==> src/jpp_pkg.sv <==
package jpp_pkg;

	localparam int MAX_NEST = 8;
	localparam int IDX_W = (MAX_NEST > 1) ? $clog2(MAX_NEST) : 1;
	localparam logic [3:0] NEST_LIMIT = 4'(MAX_NEST);

	localparam logic [7:0] CH_LF = 8'h0A;
	localparam logic [7:0] CH_SP = 8'h20;
	localparam logic [7:0] CH_TAB = 8'h09;
	localparam logic [7:0] CH_VT = 8'h0B;
	localparam logic [7:0] CH_FF = 8'h0C;
	localparam logic [7:0] CH_CR = 8'h0D;
	localparam logic [7:0] CH_QUOTE = 8'h22;
	localparam logic [7:0] CH_BSLASH = 8'h5C;
	localparam logic [7:0] CH_LBRACE = 8'h7B;
	localparam logic [7:0] CH_RBRACE = 8'h7D;
	localparam logic [7:0] CH_LBRACK = 8'h5B;
	localparam logic [7:0] CH_RBRACK = 8'h5D;
	localparam logic [7:0] CH_COMMA = 8'h2C;
	localparam logic [7:0] CH_COLON = 8'h3A;

	localparam logic OP_TEXT = 1'b0;
	localparam logic OP_END = 1'b1;

	// Output segments of one request, emitted in bit order.
	localparam int SEG_RESOLVE = 0;   // newline and indent for a resolved opener
	localparam int SEG_PRE = 1;       // newline and indent ahead of the byte
	localparam int SEG_CHAR = 2;      // the byte itself
	localparam int SEG_POST = 3;      // newline and indent after the byte
	localparam int SEG_SPACE = 4;     // one space after a colon
	localparam int SEG_N = 5;

	typedef struct packed {
		logic [SEG_N-1:0] seg_mask;
		logic [3:0] lvl_a;
		logic [3:0] lvl_b;
		logic [7:0] ch;
		logic err;
	} cmd_t;

endpackage

==> src/jpp_front.sv <==
module jpp_front (
	input logic clk,
	input logic arst_n,
	input logic in_valid,
	output logic in_ready,
	input logic op,
	input logic [7:0] in_byte,
	output logic cmd_valid,
	input logic cmd_ready,
	output jpp_pkg::cmd_t cmd
);

	logic inside_string_q, escape_pending_q, open_pending_q, pending_is_brace_q;
	logic [3:0] indent_q, open_count_q;
	logic expanded_stack_q [jpp_pkg::MAX_NEST];

	logic accept, emits, blank;
	logic str_d, esc_d, pend_d, brace_d;
	logic [3:0] indent_d, count_d, cnt1, lvl1;
	logic push_en, push_exp, top_exp;
	logic [3:0] top_idx;

	assign in_ready = cmd_ready;
	assign accept = in_valid && in_ready;
	assign cmd_valid = accept && emits;

	assign blank = (in_byte == jpp_pkg::CH_SP) || (in_byte == jpp_pkg::CH_TAB) ||
		(in_byte == jpp_pkg::CH_LF) || (in_byte == jpp_pkg::CH_VT) ||
		(in_byte == jpp_pkg::CH_FF) || (in_byte == jpp_pkg::CH_CR);

	always_comb begin
		str_d = inside_string_q;
		esc_d = escape_pending_q;
		pend_d = open_pending_q;
		brace_d = pending_is_brace_q;
		indent_d = indent_q;
		count_d = open_count_q;
		cnt1 = open_count_q;
		lvl1 = indent_q;
		push_en = 1'b0;
		push_exp = 1'b0;
		top_idx = open_count_q - 4'd1;
		top_exp = 1'b0;
		emits = 1'b1;
		cmd = '0;
		cmd.ch = in_byte;
		if (op == jpp_pkg::OP_END) begin
			// A pending opener is closed out as expanded, then one newline.
			if (open_pending_q) begin
				cmd.seg_mask[jpp_pkg::SEG_RESOLVE] = 1'b1;
				cmd.lvl_a = indent_q + 4'd1;
			end
			cmd.seg_mask[jpp_pkg::SEG_PRE] = 1'b1;
			cmd.lvl_b = 4'd0;
			str_d = 1'b0;
			esc_d = 1'b0;
			pend_d = 1'b0;
			brace_d = 1'b0;
			indent_d = 4'd0;
			count_d = 4'd0;
		end else if (inside_string_q) begin
			cmd.seg_mask[jpp_pkg::SEG_CHAR] = 1'b1;
			if (escape_pending_q) begin
				esc_d = 1'b0;
			end else if (in_byte == jpp_pkg::CH_BSLASH) begin
				esc_d = 1'b1;
			end else if (in_byte == jpp_pkg::CH_QUOTE) begin
				str_d = 1'b0;
			end
		end else if (blank) begin
			emits = 1'b0;
		end else begin
			if (open_pending_q) begin
				push_en = 1'b1;
				push_exp = pending_is_brace_q ? (in_byte != jpp_pkg::CH_RBRACE)
					: (in_byte != jpp_pkg::CH_RBRACK);
				cnt1 = open_count_q + 4'd1;
				lvl1 = indent_q + {3'd0, push_exp};
				cmd.seg_mask[jpp_pkg::SEG_RESOLVE] = push_exp;
				cmd.lvl_a = lvl1;
				pend_d = 1'b0;
				brace_d = 1'b0;
			end
			count_d = cnt1;
			indent_d = lvl1;
			cmd.seg_mask[jpp_pkg::SEG_CHAR] = 1'b1;
			priority if (in_byte == jpp_pkg::CH_QUOTE) begin
				str_d = 1'b1;
			end else if (in_byte == jpp_pkg::CH_LBRACE || in_byte == jpp_pkg::CH_LBRACK) begin
				if (cnt1 >= jpp_pkg::NEST_LIMIT) begin
					cmd.err = 1'b1;
				end else begin
					pend_d = 1'b1;
					brace_d = (in_byte == jpp_pkg::CH_LBRACE);
				end
			end else if (in_byte == jpp_pkg::CH_RBRACE || in_byte == jpp_pkg::CH_RBRACK) begin
				if (cnt1 == 4'd0) begin
					cmd.err = 1'b1;
				end else begin
					count_d = cnt1 - 4'd1;
					// The entry just pushed in this request is not in the stack yet.
					top_exp = push_en ? push_exp : expanded_stack_q[top_idx[jpp_pkg::IDX_W-1:0]];
					if (top_exp) begin
						indent_d = (lvl1 != 4'd0) ? lvl1 - 4'd1 : 4'd0;
						cmd.seg_mask[jpp_pkg::SEG_PRE] = 1'b1;
						cmd.lvl_b = indent_d;
					end
				end
			end else if (in_byte == jpp_pkg::CH_COMMA) begin
				cmd.seg_mask[jpp_pkg::SEG_POST] = 1'b1;
				cmd.lvl_b = lvl1;
			end else if (in_byte == jpp_pkg::CH_COLON) begin
				cmd.seg_mask[jpp_pkg::SEG_SPACE] = 1'b1;
			end
		end
	end

	always_ff @(posedge clk or negedge arst_n) begin
		if (!arst_n) begin
			inside_string_q <= 1'b0;
			escape_pending_q <= 1'b0;
			open_pending_q <= 1'b0;
			pending_is_brace_q <= 1'b0;
			indent_q <= 4'd0;
			open_count_q <= 4'd0;
		end else if (accept) begin
			inside_string_q <= str_d;
			escape_pending_q <= esc_d;
			open_pending_q <= pend_d;
			pending_is_brace_q <= brace_d;
			indent_q <= indent_d;
			open_count_q <= count_d;
		end
	end

	always_ff @(posedge clk) begin
		if (accept && push_en && op == jpp_pkg::OP_TEXT) begin
			expanded_stack_q[open_count_q[jpp_pkg::IDX_W-1:0]] <= push_exp;
		end
	end

	assert property (@(posedge clk) disable iff (!arst_n) open_count_q <= jpp_pkg::NEST_LIMIT)
		else $error("nesting count beyond the stack depth");
	assert property (@(posedge clk) disable iff (!arst_n) indent_q <= open_count_q)
		else $error("indent level exceeds the number of open containers");
	assert property (@(posedge clk) disable iff (!arst_n)
		open_pending_q |-> (open_count_q < jpp_pkg::NEST_LIMIT && !inside_string_q))
		else $error("pending opener with no room on the stack");

endmodule

==> src/jpp_queue.sv <==
module jpp_queue (
	input logic clk,
	input logic arst_n,
	input logic wr_valid,
	output logic wr_ready,
	input jpp_pkg::cmd_t wr_data,
	output logic rd_valid,
	input logic rd_ready,
	output jpp_pkg::cmd_t rd_data
);

	jpp_pkg::cmd_t entry_q [2];
	logic wr_ptr_q, rd_ptr_q;
	logic [1:0] fill_q;
	logic do_wr, do_rd;

	assign wr_ready = (fill_q != 2'd2);
	assign rd_valid = (fill_q != 2'd0);
	assign rd_data = entry_q[rd_ptr_q];
	assign do_wr = wr_valid && wr_ready;
	assign do_rd = rd_valid && rd_ready;

	always_ff @(posedge clk or negedge arst_n) begin
		if (!arst_n) begin
			wr_ptr_q <= 1'b0;
			rd_ptr_q <= 1'b0;
			fill_q <= 2'd0;
		end else begin
			if (do_wr) wr_ptr_q <= ~wr_ptr_q;
			if (do_rd) rd_ptr_q <= ~rd_ptr_q;
			if (do_wr && !do_rd) begin
				fill_q <= fill_q + 2'd1;
			end else if (do_rd && !do_wr) begin
				fill_q <= fill_q - 2'd1;
			end
		end
	end

	always_ff @(posedge clk) begin
		if (do_wr) entry_q[wr_ptr_q] <= wr_data;
	end

endmodule

==> src/jpp_back.sv <==
module jpp_back (
	input logic clk,
	input logic arst_n,
	input logic cmd_valid,
	output logic cmd_ready,
	input jpp_pkg::cmd_t cmd,
	output logic out_valid,
	input logic out_ready,
	output logic [7:0] out_byte,
	output logic last,
	output logic nest_error
);

	jpp_pkg::cmd_t cmd_q;
	logic [jpp_pkg::SEG_N-1:0] mask_q, sel, mask_nxt;
	logic [4:0] cnt_q, limit;
	logic out_valid_q, last_q, err_q;
	logic [7:0] byte_q, byte_d;
	logic busy, advance, is_nl, seg_done, last_d;
	logic [3:0] lvl;

	assign busy = (mask_q != '0);
	assign advance = !out_valid_q || out_ready;
	assign cmd_ready = !busy;

	// Lowest pending segment goes first.
	assign sel = mask_q & ~(mask_q - {{(jpp_pkg::SEG_N-1){1'b0}}, 1'b1});
	assign is_nl = sel[jpp_pkg::SEG_RESOLVE] || sel[jpp_pkg::SEG_PRE] || sel[jpp_pkg::SEG_POST];
	assign lvl = sel[jpp_pkg::SEG_RESOLVE] ? cmd_q.lvl_a : cmd_q.lvl_b;
	assign limit = {lvl, 1'b0};
	assign seg_done = !is_nl || (cnt_q == limit);
	assign mask_nxt = seg_done ? (mask_q & ~sel) : mask_q;
	assign last_d = seg_done && (mask_nxt == '0);

	always_comb begin
		if (is_nl) begin
			byte_d = (cnt_q == 5'd0) ? jpp_pkg::CH_LF : jpp_pkg::CH_SP;
		end else if (sel[jpp_pkg::SEG_CHAR]) begin
			byte_d = cmd_q.ch;
		end else begin
			byte_d = jpp_pkg::CH_SP;
		end
	end

	always_ff @(posedge clk or negedge arst_n) begin
		if (!arst_n) begin
			mask_q <= '0;
			cnt_q <= 5'd0;
			out_valid_q <= 1'b0;
		end else begin
			if (!busy) begin
				if (cmd_valid) begin
					mask_q <= cmd.seg_mask;
					cnt_q <= 5'd0;
				end
				if (advance) out_valid_q <= 1'b0;
			end else if (advance) begin
				mask_q <= mask_nxt;
				cnt_q <= seg_done ? 5'd0 : cnt_q + 5'd1;
				out_valid_q <= 1'b1;
			end
		end
	end

	always_ff @(posedge clk) begin
		if (!busy && cmd_valid) cmd_q <= cmd;
		if (busy && advance) begin
			byte_q <= byte_d;
			last_q <= last_d;
			err_q <= cmd_q.err;
		end
	end

	assign out_valid = out_valid_q;
	assign out_byte = byte_q;
	assign last = last_q;
	assign nest_error = err_q;

	assert property (@(posedge clk) disable iff (!arst_n)
		(busy && advance && last_d) |=> (!busy && out_valid_q && last_q))
		else $error("final byte of a request did not end the request");

endmodule

==> src/json_pretty_printer.sv <==
// A request passes through the queue entry and the back end's command register before
// its first byte reaches the output register. The back end gives one output byte per
// cycle while out_ready does not stall it, and takes a new request only after the last
// byte of the previous one. A two-entry queue lets the front keep taking bytes meanwhile.
// Reset: arst_n clears all control state at once; the nesting stack is not cleared.
module json_pretty_printer (
	input logic clk,
	input logic arst_n,
	input logic in_valid,
	output logic in_ready,
	input logic op,
	input logic [7:0] in_byte,
	output logic out_valid,
	input logic out_ready,
	output logic [7:0] out_byte,
	output logic last,
	output logic nest_error
);

	jpp_pkg::cmd_t f_cmd, b_cmd;
	logic f_valid, f_ready, b_valid, b_ready;

	jpp_front u_front (
		.clk(clk),
		.arst_n(arst_n),
		.in_valid(in_valid),
		.in_ready(in_ready),
		.op(op),
		.in_byte(in_byte),
		.cmd_valid(f_valid),
		.cmd_ready(f_ready),
		.cmd(f_cmd)
	);

	jpp_queue u_queue (
		.clk(clk),
		.arst_n(arst_n),
		.wr_valid(f_valid),
		.wr_ready(f_ready),
		.wr_data(f_cmd),
		.rd_valid(b_valid),
		.rd_ready(b_ready),
		.rd_data(b_cmd)
	);

	jpp_back u_back (
		.clk(clk),
		.arst_n(arst_n),
		.cmd_valid(b_valid),
		.cmd_ready(b_ready),
		.cmd(b_cmd),
		.out_valid(out_valid),
		.out_ready(out_ready),
		.out_byte(out_byte),
		.last(last),
		.nest_error(nest_error)
	);

endmodule
==> config.mk <==
export PLATFORM = sky130hd
export DESIGN_NAME = json_pretty_printer
export DESIGN_NICKNAME = d
export VERILOG_FILES = /design/src/jpp_pkg.sv /design/src/jpp_front.sv /design/src/jpp_queue.sv /design/src/jpp_back.sv /design/src/json_pretty_printer.sv
export SDC_FILE = /design/constraint.sdc
export NUM_CORES = 1
export LEC_CHECK = 0
export BUFFER_PORTS_ARGS = -buffer_cell sky130_fd_sc_hd__buf_2
export CORE_ASPECT_RATIO = 1.1
export CORE_UTILIZATION = 45
export CTS_CLUSTER_DIAMETER = 30
export DETAILED_ROUTE_END_ITERATION = 7
export PLACE_DENSITY = 0.58
export SYNTH_ARGS = -nofsm -noshare
export SYNTH_HDL_FRONTEND = slang
export SYNTH_SLANG_ARGS = --single-unit
==> constraint.sdc <==
create_clock -name clk -period 5.8 [get_ports clk]
set_input_delay 1.16 -clock clk [delete_from_list [all_inputs] [get_ports clk]]
set_output_delay 1.16 -clock clk [all_outputs]
set_load 0.01 [all_outputs]
# Word level (Yosys, flattened, before mapping)
# Memory sizes are Yosys's and may differ from the RTL's.
# Index checks and enable logic that the tools add are counted.
[word_totals]
mem_bits_rw = 52
out_inout_bits = 12
elab_cells = 219
input_bits = 13
ff_bits = 54
memories = 2
[op_classes]
add_sub_neg = 10
bitwise_logic = 7
muxes = 121
n_reduce_logical = 38
n_eq_ne = 21
order_cmp = 1
[mem_list]
columns = ["memory", "words", "word_bits", "read_ports", "rd_ports_with_merged_regs", "wr", "line_no", "rtl"]
rows = [
  ["u_queue.entry_q", 2, 22, 1, 0, 1, "jpp_queue.sv:12", "jpp_pkg::cmd_t entry_q [2];"],
  ["u_front.expanded_stack_q", 8, 1, 1, 0, 1, "jpp_front.sv:15", "logic expanded_stack_q [jpp_pkg::MAX_NEST];"],
]
[ops]
columns = ["operator", "n"]
rows = [
  ["$mux 4", 31],
  ["$mux 1", 67],
  ["$mux 5", 10],
  ["$eq 8x4->1 const B", 5],
  ["$eq 8x7->1 const B", 5],
  ["$eq 8x6->1 const B", 4],
  ["$mux 10", 2],
  ["$mux 8", 2],
  ["$ne 8x7->1 const B", 2],
  ["$mux 13", 1],
  ["$mux 2", 6],
  ["$logic_or 1x1->1", 11],
  ["$and 5x5->5", 2],
  ["$logic_and 1x1->1", 10],
  ["$logic_not 5->1", 2],
  ["$not 5->5", 2],
  ["$add 4x1->4 const B", 2],
  ["$ne 2x2->1 const B", 4],
  ["$reduce_bool 2->1", 4],
  ["$sub 4x1->4 const B", 2],
  ["$mux 6", 1],
  ["$add 5x1->5 const B", 1],
  ["$eq 5x5->1", 1],
  ["$logic_not 1->1", 5],
  ["13 further kinds", 16],
]

# Logic depth before layout (Yosys ltp)
# Gate-level depths: netlist of run 1.
[depth]
depth_word = 19
mapped_depth = 11
depth_no_buf = 10

# Modules after synthesis
# Synthesis of run 1 repeated with hierarchy kept, for this count alone.
[hier_totals]
hier_cells = 417
hier_area_um2 = 5271.3
[by_module_without_submodules]
columns = ["module", "area_per_inst_um2", "seq_area_each_um2", "instances", "cells_each"]
rows = [
  ["jpp_front", 1879.3, 540.5, 1, 212],
  ["jpp_queue", 1788.0, 1421.4, 1, 86],
  ["jpp_back", 1604.0, 1086.0, 1, 119],
]

# Least setup slack after synthesis of run 1
# OpenSTA, ideal clock, no wires.
[synth_timing]
path_kind = "input port to flip-flop"
from = "input in_byte[5]"
to = "memory u_queue.entry_q[0][0] (netlist bit) (enable)"
path_buffers = 1
required_time_ns = 5.397
setup_time_ns = 0.403
slack_ns = 2.277
path_stages = 6
arrival_ns = 3.119
cell_sequence = "buf_4 > or4b_1 > a21oi_1 > or2_2 > a21oi_1 > nor2b_1"
[synth_via]
elab_chain_cells = 13
[synth_lines]
columns = ["element", "line_no", "rtl"]
rows = [
  ["start: declaration", "json_pretty_printer.sv:12", "input logic [7:0] in_byte,"],
  ["$eq 8x6->1 or $eq 8x4->1 (tied branches)", "jpp_front.sv:27", "assign blank = (in_byte == jpp_pkg::CH_SP) || (in_byte == jpp_pkg::CH_TAB) ||"],
  ["$logic_or 1x1->1 (2 in series)", "jpp_front.sv:27", ""],
  ["$logic_or 1x1->1 (2 in series)", "jpp_front.sv:28", "(in_byte == jpp_pkg::CH_LF) || (in_byte == jpp_pkg::CH_VT) ||"],
  ["$logic_or 1x1->1 *", "jpp_front.sv:29", "(in_byte == jpp_pkg::CH_FF) || (in_byte == jpp_pkg::CH_CR);"],
  ["$mux 1 *", "jpp_front.sv:70", "end else if (blank) begin"],
  ["$mux 1 *", "jpp_front.sv:61", "end else if (inside_string_q) begin"],
  ["$mux 1 *", "jpp_front.sv:47", "if (op == jpp_pkg::OP_END) begin"],
  ["$logic_and 1x1->1 *", "jpp_front.sv:25", "assign cmd_valid = accept && emits;"],
  ["$logic_and 1x1->1 *", "jpp_queue.sv:20", "assign do_wr = wr_valid && wr_ready;"],
  ["via u_queue.do_wr", "jpp_queue.sv:15", "logic do_wr, do_rd;"],
  ["$mux 1 *", "jpp_queue.sv:40", "if (do_wr) entry_q[wr_ptr_q] <= wr_data;"],
  ["$mux 1 (not written as such) *", "jpp_queue.sv:40", ""],
  ["end: declaration", "jpp_queue.sv:12", ""],
]
# The timed path passes the listed nets; every way through them passes the cells marked *.

==> summary.md, run 1 <==
| Metric | Value |
|---|---|
| Status | complete, no violations |
| TritonCTS clock tree | yes |
| Number of library cell types mapped by synthesis | 61 |
| Required time of the worst setup path | 5.89 ns |
| Max cap viols | 0 |
| RSZ-0062 raised after global routing | false |
| Max FO, Critical Path | 7 |
| Vias in the first global route | 3063 |
| Post-route minimum period | 3.43 ns |
| Clock Pin Slew Worst Setup and Hold Paths | 0.07 ns |
| Final Max Slew Viols | 0 |
| Sink Count | 106 |
| Cell-internal power | 1580 uW |
| Combinational share of power | 0.218 |
| Worst r2r src | u_front.pending_is_brace_q |
| Hold Crit Depth | 0 |
| Clk pwr share | 0.276 |
| Seq pwr share | 0.506 |
| Reg-to-Reg End | u_queue.entry_q[0][11] |
| Peak VDD IR | 0.166 mV |
| Hold slack | 0.430 ns |
| Filler instances | 964 |
| Post-synth net total | 439 |
| Worst-Skew Late Latency | 0.34 ns |
| DIE HEIGHT | 114 um |
| Final nets | 454 |
| Final HPWL DP | 6500 um |
| Hold-fix buffers at CTS | 0 |
| Depth of the CTS H-tree | 3 |
| Pwr per Cell Area | 402 nW/um^2 |
| Post-synth EDFFs | 79 |
| Nature of the critical path startpoint | primary input |
| Pleak | 0.00211 uW |
| FFs w/ async S/R, synth | 0.255 |
| Avg Cell Area, Syn | 12.3 sq um |
| Type of the most critical hold path | flip-flop to flip-flop |
| CTS Buffer Depth | 2 |
| Commonest non-fill, non-tap cell in the layout | edfxtp_1 |
| Syn Std Cell Area | 5120 sq um |
| Total power | 2260 uW |
| Clock root cell | clkbuf_16 |
| DR vias | 3160 |
| Commonest non-fill, non-tap cells in the layout | edfxtp_1 (79), nor2_1 (29), nand2_1 (29) |
| Total gr overflow | 0 |
| Drt total wl | 9240 um |
| Largest stage delay, worst path | 0.34 ns |
| Max Freq | 291 MHz |
| Hold path endpoint | u_back.nest_error |
| Critical path, cell by cell | buf_2, and3b_1, nand4_1, ha_1, ha_1, mux2i_1, ha_1, nor2_1, a21oi_1, nor2_1, a22o_1 |
| Crit Path Class | primary input to flip-flop |
| Die Width | 104 um |
| Core area | 11000 sq um |
| Sw Ratio | 0.303 |
| Cell count after synthesis | 416 |
| Die area | 11800 sq um |
| GRT Total Usage | 0.166 |
| Worst Tran Pin Value | 1.11 ns |
| Synth-to-Final Area Change | 10.0% |
| CP Capture Type | flip-flop |
| Sequential-to-total area share from yosys stat | 0.595 |
| Number of antenna violations at the first check in global routing | 0 |
| Length in cells of the worst reg-to-reg path | 10 |
| Drt drc | 0 |
| CTS buffer count | 9 |
| Cts repair resizes | 0 |
| First-pass DRT Iterations | 4 |
| Main synth FF type | edfxtp_1 |
| Largest net degree at the start of global routing | 28 |
| CP dominant cell by count | ha_1 |
| Drt via density | 5.42 |
| First DRT Iteration DRCs | 107 |
| Setup TNS | 0 ns |
| Synth Register Bits | 106 |
| Slowest cell on the critical path | mux2i_1 |
| Io pins | 25 |
| Fin crit share | 0.592 |
| Proportion of layout cells with a drive suffix above 1 | 0.170 |
| Max-Slew Margin vs Limit | 0.258 |
| Final weighted congestion in routability-driven placement | 0.836 |
| Critical Path AT | 3.52 ns |
| Clk_skew | 0.00846 ns |
| Diodes inserted | 0 |
| Endpoints failing setup | 0 |
| Min-delay src | u_back.cmd_q[0] |
| Final ANT Viol Nets | 0 |
| Sw Pwr | 684 uW |
| Site Rows | 40 |
| Setup bufs post-CTS | 0 |
| Initial Util | 0.465 |
| YS warnings | 0 |
| Port Buf Inserts | 24 |
| Final hold viol count | 0 |
| First-pass GRT wire length | 15200 um |
| Reg2Reg Setup Slack | 3.01 ns |
| Routed WL per cell | 15.8 um |
[power groups by stage]
| stage | logic, uW | clock network, uW | registers, uW |
|---|---|---|---|
| floorplan | 421 | 0 | 1100 |
| finish | 494 | 624 | 1140 |
| detailed placement | 498 | 0 | 1160 |
| CTS | 502 | 635 | 1150 |
| global placement | 495 | 0 | 1160 |
| global route | 552 | 669 | 1170 |
[critical path, delay by kind of cell]
kind                       cells  cell delay [ns]
and+or+nand+nor                4             0.60
buffers and inverters          1             0.14
AOI/OAI and AO/OA              2             0.34
adders and majority gates      3             0.92
muxes                          1             0.34
[kinds of logic after synthesis]
logic type      count (synthesis)  synth area share
compound gates                 68            0.0892
fa+ha+maj                      10            0.0244
flops                         106             0.595
xor+xnor                       20            0.0342
buf+inv                        35            0.0306
mux                            36            0.0807
simple gates                  141             0.145
[layout make-up]
cell class	instances	area (sq um)	share of cell area
Multi-Input combinational cell	275	1920	0.340
Clock inverter	7	81.3	0.0144
Inverter	15	56.3	0.0100
Clock buffer	9	225	0.0400
Tap cell	147	184	0.0327
Sequential cell	106	3050	0.541
Timing Repair Buffer	24	120	0.0213
[synthesized netlist by cell type, drive strengths merged (4+ instances only)]
master | count | area (sq um)
edfxtp | 79 | 2370
nor2 | 30 | 115
nand2 | 29 | 109
dfrtp | 27 | 676
mux2 | 22 | 248
a21oi | 15 | 75.1
inv | 15 | 56.3
o21ai | 15 | 75.1
clkbuf | 13 | 48.8
nand3 | 13 | 65.1
nor3 | 13 | 75.1
mux2i | 12 | 120
nand4 | 12 | 75.1
ha | 10 | 125
xnor2 | 10 | 87.6
xor2 | 10 | 87.6
and3 | 9 | 56.3
buf | 7 | 51.3
nor2b | 7 | 43.8
nand2b | 6 | 37.5
a21o | 5 | 37.5
a22o | 4 | 35.0
[worst max-delay path by stage]
stage | slack [ns] | startpoint | to | cells after the start
after floorplan | 2.28 | in_byte[5] | u_queue.entry_q[0][0] | 6
after global placement | 2.11 | in_byte[7] | u_queue.entry_q[0][11] | 11
after detailed placement | 2.03 | in_byte[7] | u_queue.entry_q[0][11] | 11
after CTS | 2.41 | in_byte[7] | u_queue.entry_q[0][11] | 11
after global routing | 2.17 | in_byte[7] | u_queue.entry_q[1][12] | 10
final | 2.37 | in_byte[7] | u_queue.entry_q[0][11] | 11
[layer usage]
metal | track usage | part of all wire | vias to the layer above
met2 | 0.287 | 0.49 | 42
met3 | 0.0223 | 0.020 | 17
met4 | 0.0886 | 0.025 | 0
li1 | - | - | 1583
met5 | 0 | 0 | -
met1 | 0.205 | 0.46 | 1518
[through the flow]
step | setup slack, ns | instance area (sq um) | utilization | cells
detailed placement | 2.03 | 5330 | 0.484 | 567
global placement | 2.11 | 5330 | 0.484 | 567
floorplan | 2.28 | 5120 | - | 416
CTS | 2.41 | 5630 | 0.511 | 583
global route | 2.17 | 5630 | 0.511 | 583
finish | 2.37 | 5630 | 0.511 | 583
[sequential cells by signal (all words and copies together), names as in the netlist, 2 cells and up]
| register | count |
|---|---|
| u_queue.entry_q | 44 |
| u_back.cnt_q | 5 |
| u_front.expanded_stack_q | 8 |
| u_front.open_count_q | 4 |
| u_back.out_byte | 8 |
| u_queue.fill_q | 2 |
| u_front.indent_q | 4 |
| u_back.cmd_q | 17 |
| u_back.mask_q | 5 |
No activity file was read; power rests on OpenSTA's default activity.
==> run 2, diff against run 1 <==
==> constraint.sdc (replaced) <==
create_clock -name clk -period 3.3 [get_ports clk]
set_input_delay 0.66 -clock clk [delete_from_list [all_inputs] [get_ports clk]]
set_output_delay 0.66 -clock clk [all_outputs]
set_load 0.01 [all_outputs]
==> summary.md, run 2 (synthesis results as in run 1) <==
| Metric | Value |
|---|---|
| Status | complete, no violations |
| Type of the most critical hold path | primary input to asynchronous set/reset pin |
| Placed cell count | 576 |
| Crit Path Class | primary input to flip-flop |
| Io pins | 25 |
| First-pass GRT wire length | 15400 um |
| Post-route minimum period | 2.82 ns |
| Seq pwr share | 0.506 |
| Max Freq | 354 MHz |
| Max FO, Critical Path | 9 |
| CP top delay family | adder cells |
| GRT Total Usage | 0.169 |
| Commonest non-fill, non-tap cell in the layout | edfxtp_1 |
| Clock root cell | clkbuf_16 |
| Required time of the worst setup path | 3.52 ns |
| Worst path bufs/invs | 1 |
| Port Buf Inserts | 24 |
| RSZ-0062 raised after global routing | false |
| Clk pwr share | 0.263 |
| Critical Path AT | 3.04 ns |
| Max-Slew Margin vs Limit | 0.339 |
| Critical path, cell by cell | buf_2, and3b_1, nand4_1, ha_1, ha_1, mux2i_1, ha_1, and3_1, nor2_1, a32oi_1, o31ai_1 |
| First-pass DRT Iterations | 4 |
| Vias in the first global route | 3074 |
| Final ANT Viol Nets | 0 |
| Fin crit share | 0.856 |
| Slowest cell on the critical path | ha_1 |
| CP Capture Type | flip-flop |
| CP dominant cell by count | ha_1 |
| Setup bufs post-CTS | 0 |
| Setup TNS | 0 ns |
| Sw Pwr | 1220 uW |
| Drt via density | 5.43 |
| Worst-Skew Late Latency | 0.34 ns |
| Sink Count | 106 |
| CTS Buffer Depth | 2 |
| CTS buffer count | 9 |
| Routed WL per cell | 15.9 um |
| Initial Util | 0.465 |
| Pwr per Cell Area | 696 nW/um^2 |
| Worst Tran Pin Value | 0.992 ns |
| Final nets | 463 |
| First DRT Iteration DRCs | 145 |
| Synth-to-Final Area Change | 11.1% |
| Die area | 11800 sq um |
| Endpoints failing setup | 0 |
| Depth of the CTS H-tree | 3 |
| Largest registers | u_queue.entry_q (44), u_back.cmd_q (17) |
| Fin cells | 592 |
| Critical path depth | 11 |
| Top reg by flops | u_queue.entry_q |
| TritonCTS clock tree | yes |
| Commonest non-fill, non-tap cells in the layout | edfxtp_1 (79), nor2_1 (29), nand2_1 (29) |
| Pleak | 0.00215 uW |
| Combinational share of power | 0.231 |
| Cts repair resizes | 0 |
| DR vias | 3213 |
| Clk_skew | 0.00878 ns |
| Hold-fix buffers at CTS | 0 |
| Final Max Slew Viols | 0 |
| Final HPWL DP | 6710 um |
| Drt drc | 0 |
| Proportion of layout cells with a drive suffix above 1 | 0.187 |
| Final hold viol count | 0 |
| Hold slack | 0.335 ns |
| Nature of the critical path startpoint | primary input |
| Sw Ratio | 0.309 |
| DIE HEIGHT | 114 um |
| Total gr overflow | 0 |
| Peak VDD IR | 0.341 mV |
| Drt total wl | 9390 um |
| Largest net degree at the start of global routing | 28 |
| Diodes inserted | 0 |
| Max cap viols | 0 |
| Final weighted congestion in routability-driven placement | 0.861 |
| Core area | 11000 sq um |
| Cell-internal power | 2730 uW |
| Die Width | 104 um |
| Max reg flops | 44 |
| Length in cells of the worst reg-to-reg path | 10 |
| Number of antenna violations at the first check in global routing | 0 |
| Site Rows | 40 |
| Largest stage delay, worst path | 0.33 ns |
| Clock Pin Slew Worst Setup and Hold Paths | 0.07 ns |
==> run 2: path summary, 6_finish.rpt <==
check	start	slack [ns]	endpoint
setup / recovery	in_byte[6]	0.48	u_front.indent_q[0]
hold / removal	arst_n	0.34	u_back.out_valid
setup reg to reg	u_front.pending_is_brace_q	0.58	u_front.indent_q[0]
hold reg to reg	u_back.cmd_q[0]	0.42	u_back.nest_error
max in group asynchronous	arst_n	2.54	u_front.indent_q[3]
min in group clk	u_back.cmd_q[0]	0.42	u_back.nest_error
==> run 2: through the flow <==
step | utilization | setup WS, ns | instance area (sq um) | power [uW]
5_1_grt | 0.517 | 0.338 | 5690 | 4190
3_3_place_gp | 0.490 | 0.246 | 5390 | 2940
6_report | 0.517 | 0.476 | 5690 | 3960
3_5_place_dp | 0.490 | 0.186 | 5390 | 2960
4_1_cts | 0.517 | 0.544 | 5690 | 4010
2_1_floorplan | - | 0.277 | 5120 | 2670
==> run 2: area by class of cell <==
type | instances | area [sq um]
Clock buffer | 9 | 225
Clock inverter | 7 | 71.3
Fill cell | 955 | 5320
Inverter | 15 | 56.3
Multi-Input combinational cell | 275 | 1920
Sequential cell | 106 | 3050
Tap cell | 147 | 184
Timing Repair Buffer | 33 | 188
==> run 2: routing by layer <==
layer / vias up / GRT usage / wire length [um]
li1: 1594 / - / -
met1: 1562 / 0.205 / 4140
met2: 42 / 0.299 / 4840
met3: 15 / 0.0297 / 205
met4: 0 / 0.0752 / 200
met5: - / 0 / 0
==> run 2: power by group through the flow <==
stage / sequential (uW) / clock, uW / combinational [uW]
2_1_floorplan: 1930 / 0 / 741
3_3_place_gp: 2020 / 0 / 915
3_5_place_dp: 2040 / 0 / 923
4_1_cts: 2010 / 1070 / 929
5_1_grt: 2040 / 1130 / 1020
6_report: 2000 / 1040 / 913
==> run 3, diff against run 2 <==
--- a/config.mk
+++ b/config.mk
@@ -11,6 +11,7 @@
 export CTS_CLUSTER_DIAMETER = 30
 export DETAILED_ROUTE_END_ITERATION = 7
 export PLACE_DENSITY = 0.58
+export REMOVE_ABC_BUFFERS = 1
 export SYNTH_ARGS = -nofsm -noshare
 export SYNTH_HDL_FRONTEND = slang
 export SYNTH_SLANG_ARGS = --single-unit
==> summary.md, run 3 (synthesis results as in run 1) <==
| Metric | Value |
|---|---|
| Status | complete, no violations |
| Length in cells of the worst reg-to-reg path | 10 |
| Crit path from | in_byte[3] |
| Top reg by flops | u_queue.entry_q |
| CP top delay family | adder cells |
| Crit Path Class | primary input to flip-flop |
| Nature of the critical path startpoint | primary input |
| CP Capture Type | flip-flop |
| Reg-to-Reg End | u_front.indent_q[0] |
| Die Width | 104 um |
| CP dominant cell by count | ha_1 |
| Final HPWL DP | 7170 um |
| Total power | 4160 uW |
| Hold slack | 0.375 ns |
| Design Area, Final | 5720 sq um |
| Worst Tran Pin Value | 1.04 ns |
| Vias in the first global route | 3279 |
| Dpl cell area | 5380 sq um |
| Clk_skew | 0.00442 ns |
| Endpoints failing setup | 0 |
| Clock Pin Slew Worst Setup and Hold Paths | 0.07 ns |
| First DRT Iteration DRCs | 207 |
| First-pass GRT wire length | 16600 um |
| Setup TNS | 0 ns |
| Max reg flops | 44 |
| GRT Total Usage | 0.185 |
| Pwr per Cell Area | 727 nW/um^2 |
| Setup bufs post-CTS | 0 |
| Post-route minimum period | 2.81 ns |
| Commonest non-fill, non-tap cell in the layout | edfxtp_1 |
| Max-Slew Margin vs Limit | 0.306 |
| Port Buf Inserts | 24 |
| Sink Count | 106 |
| Required time of the worst setup path | 3.52 ns |
| Initial Util | 0.465 |
| TritonCTS clock tree | yes |
| Max cap viols | 0 |
| Total gr overflow | 0 |
| Slowest cell on the critical path | ha_1 |
| Hold-fix buffers at CTS | 0 |
| Type of the most critical hold path | primary input to asynchronous set/reset pin |
| Final hold viol count | 0 |
| Io pins | 25 |
| CTS Buffer Depth | 2 |
| Core area | 11000 sq um |
| Proportion of layout cells with a drive suffix above 1 | 0.181 |
| Critical path, cell by cell | buf_2, and3b_1, nand4_1, ha_1, ha_1, mux2i_1, ha_1, and3_1, nor2_1, a32oi_1, o31ai_1 |
| DR vias | 3299 |
| Drt drc | 0 |
| Depth of the CTS H-tree | 3 |
| Fin crit share | 0.850 |
| Largest registers | u_queue.entry_q (44), u_back.cmd_q (17) |
| Largest stage delay, worst path | 0.32 ns |
| Worst path bufs/invs | 1 |
| Number of antenna violations at the first check in global routing | 1 |
| Max Freq | 356 MHz |
| Pleak | 0.00215 uW |
| Synth-to-Final Area Change | 11.8% |
| Cts repair resizes | 0 |
| Filler instances | 973 |
| Die area | 11800 sq um |
| Final ANT Viol Nets | 0 |
| Final Max Slew Viols | 0 |
| Final nets | 461 |
| DIE HEIGHT | 114 um |
| CTS buffer count | 9 |
| Clock root cell | clkbuf_16 |
| Final weighted congestion in routability-driven placement | 0.894 |
| Largest net degree at the start of global routing | 28 |
| Drt total wl | 10100 um |
| Site Rows | 40 |
| Finished Core Util | 0.520 |
| First-pass DRT Iterations | 4 |
| Commonest non-fill, non-tap cells in the layout | edfxtp_1 (79), nor2_1 (29), nand2_1 (29) |
| Worst r2r src | u_front.pending_is_brace_q |
| Peak VDD IR | 0.324 mV |
| Routed WL per cell | 17.1 um |
| RSZ-0062 raised after global routing | false |
| Critical Path AT | 3.03 ns |
| Reg2Reg Setup Slack | 0.63 ns |
| Worst-Skew Late Latency | 0.34 ns |
| Max FO, Critical Path | 9 |
| Drt via density | 5.58 |
==> run 3: how the worst max path moves through the flow <==
stage	to	slack, ns	cells past startpoint
3_5_place_dp	u_front.indent_q[0]	0.15	11
6_report	u_front.indent_q[0]	0.49	11
3_3_place_gp	u_front.indent_q[0]	0.23	11
5_1_grt	u_front.indent_q[0]	0.29	11
4_1_cts	u_front.indent_q[0]	0.52	11
2_1_floorplan	u_queue.entry_q[0][0]	0.37	4
==> run 3: layout make-up <==
cell class | count | area (sq um) | share of cell area
inverters | 15 | 56.3 | 0.00984
clock inverters | 7 | 115 | 0.0201
diodes | 1 | 2.50 | 0.000437
clock buffers | 9 | 225 | 0.0394
flip-flops and latches | 106 | 3050 | 0.533
multi-input cells | 275 | 1920 | 0.335
well taps | 147 | 184 | 0.0322
repair buffers | 31 | 173 | 0.0302
==> run 3: routing by layer <==
metal,global-route usage,part of all wire,up-vias
met5,0,0,-
met1,0.234,0.45,1598
met3,0.0257,0.034,29
li1,-,-,1587
met2,0.305,0.48,85
met4,0.116,0.037,0
==> run 3: through the flow <==
stage	worst slack, ns	std cells
final	0.495	591
after global routing	0.294	591
after CTS	0.515	590
after detailed placement	0.150	574
after global placement	0.232	574
after floorplan	0.372	396
==> run 3: where the power goes <==
group | switching [uW] | internal (uW) | total (uW)
logic | 519 | 414 | 932
registers | 227 | 1780 | 2010
clock network | 474 | 740 | 1210
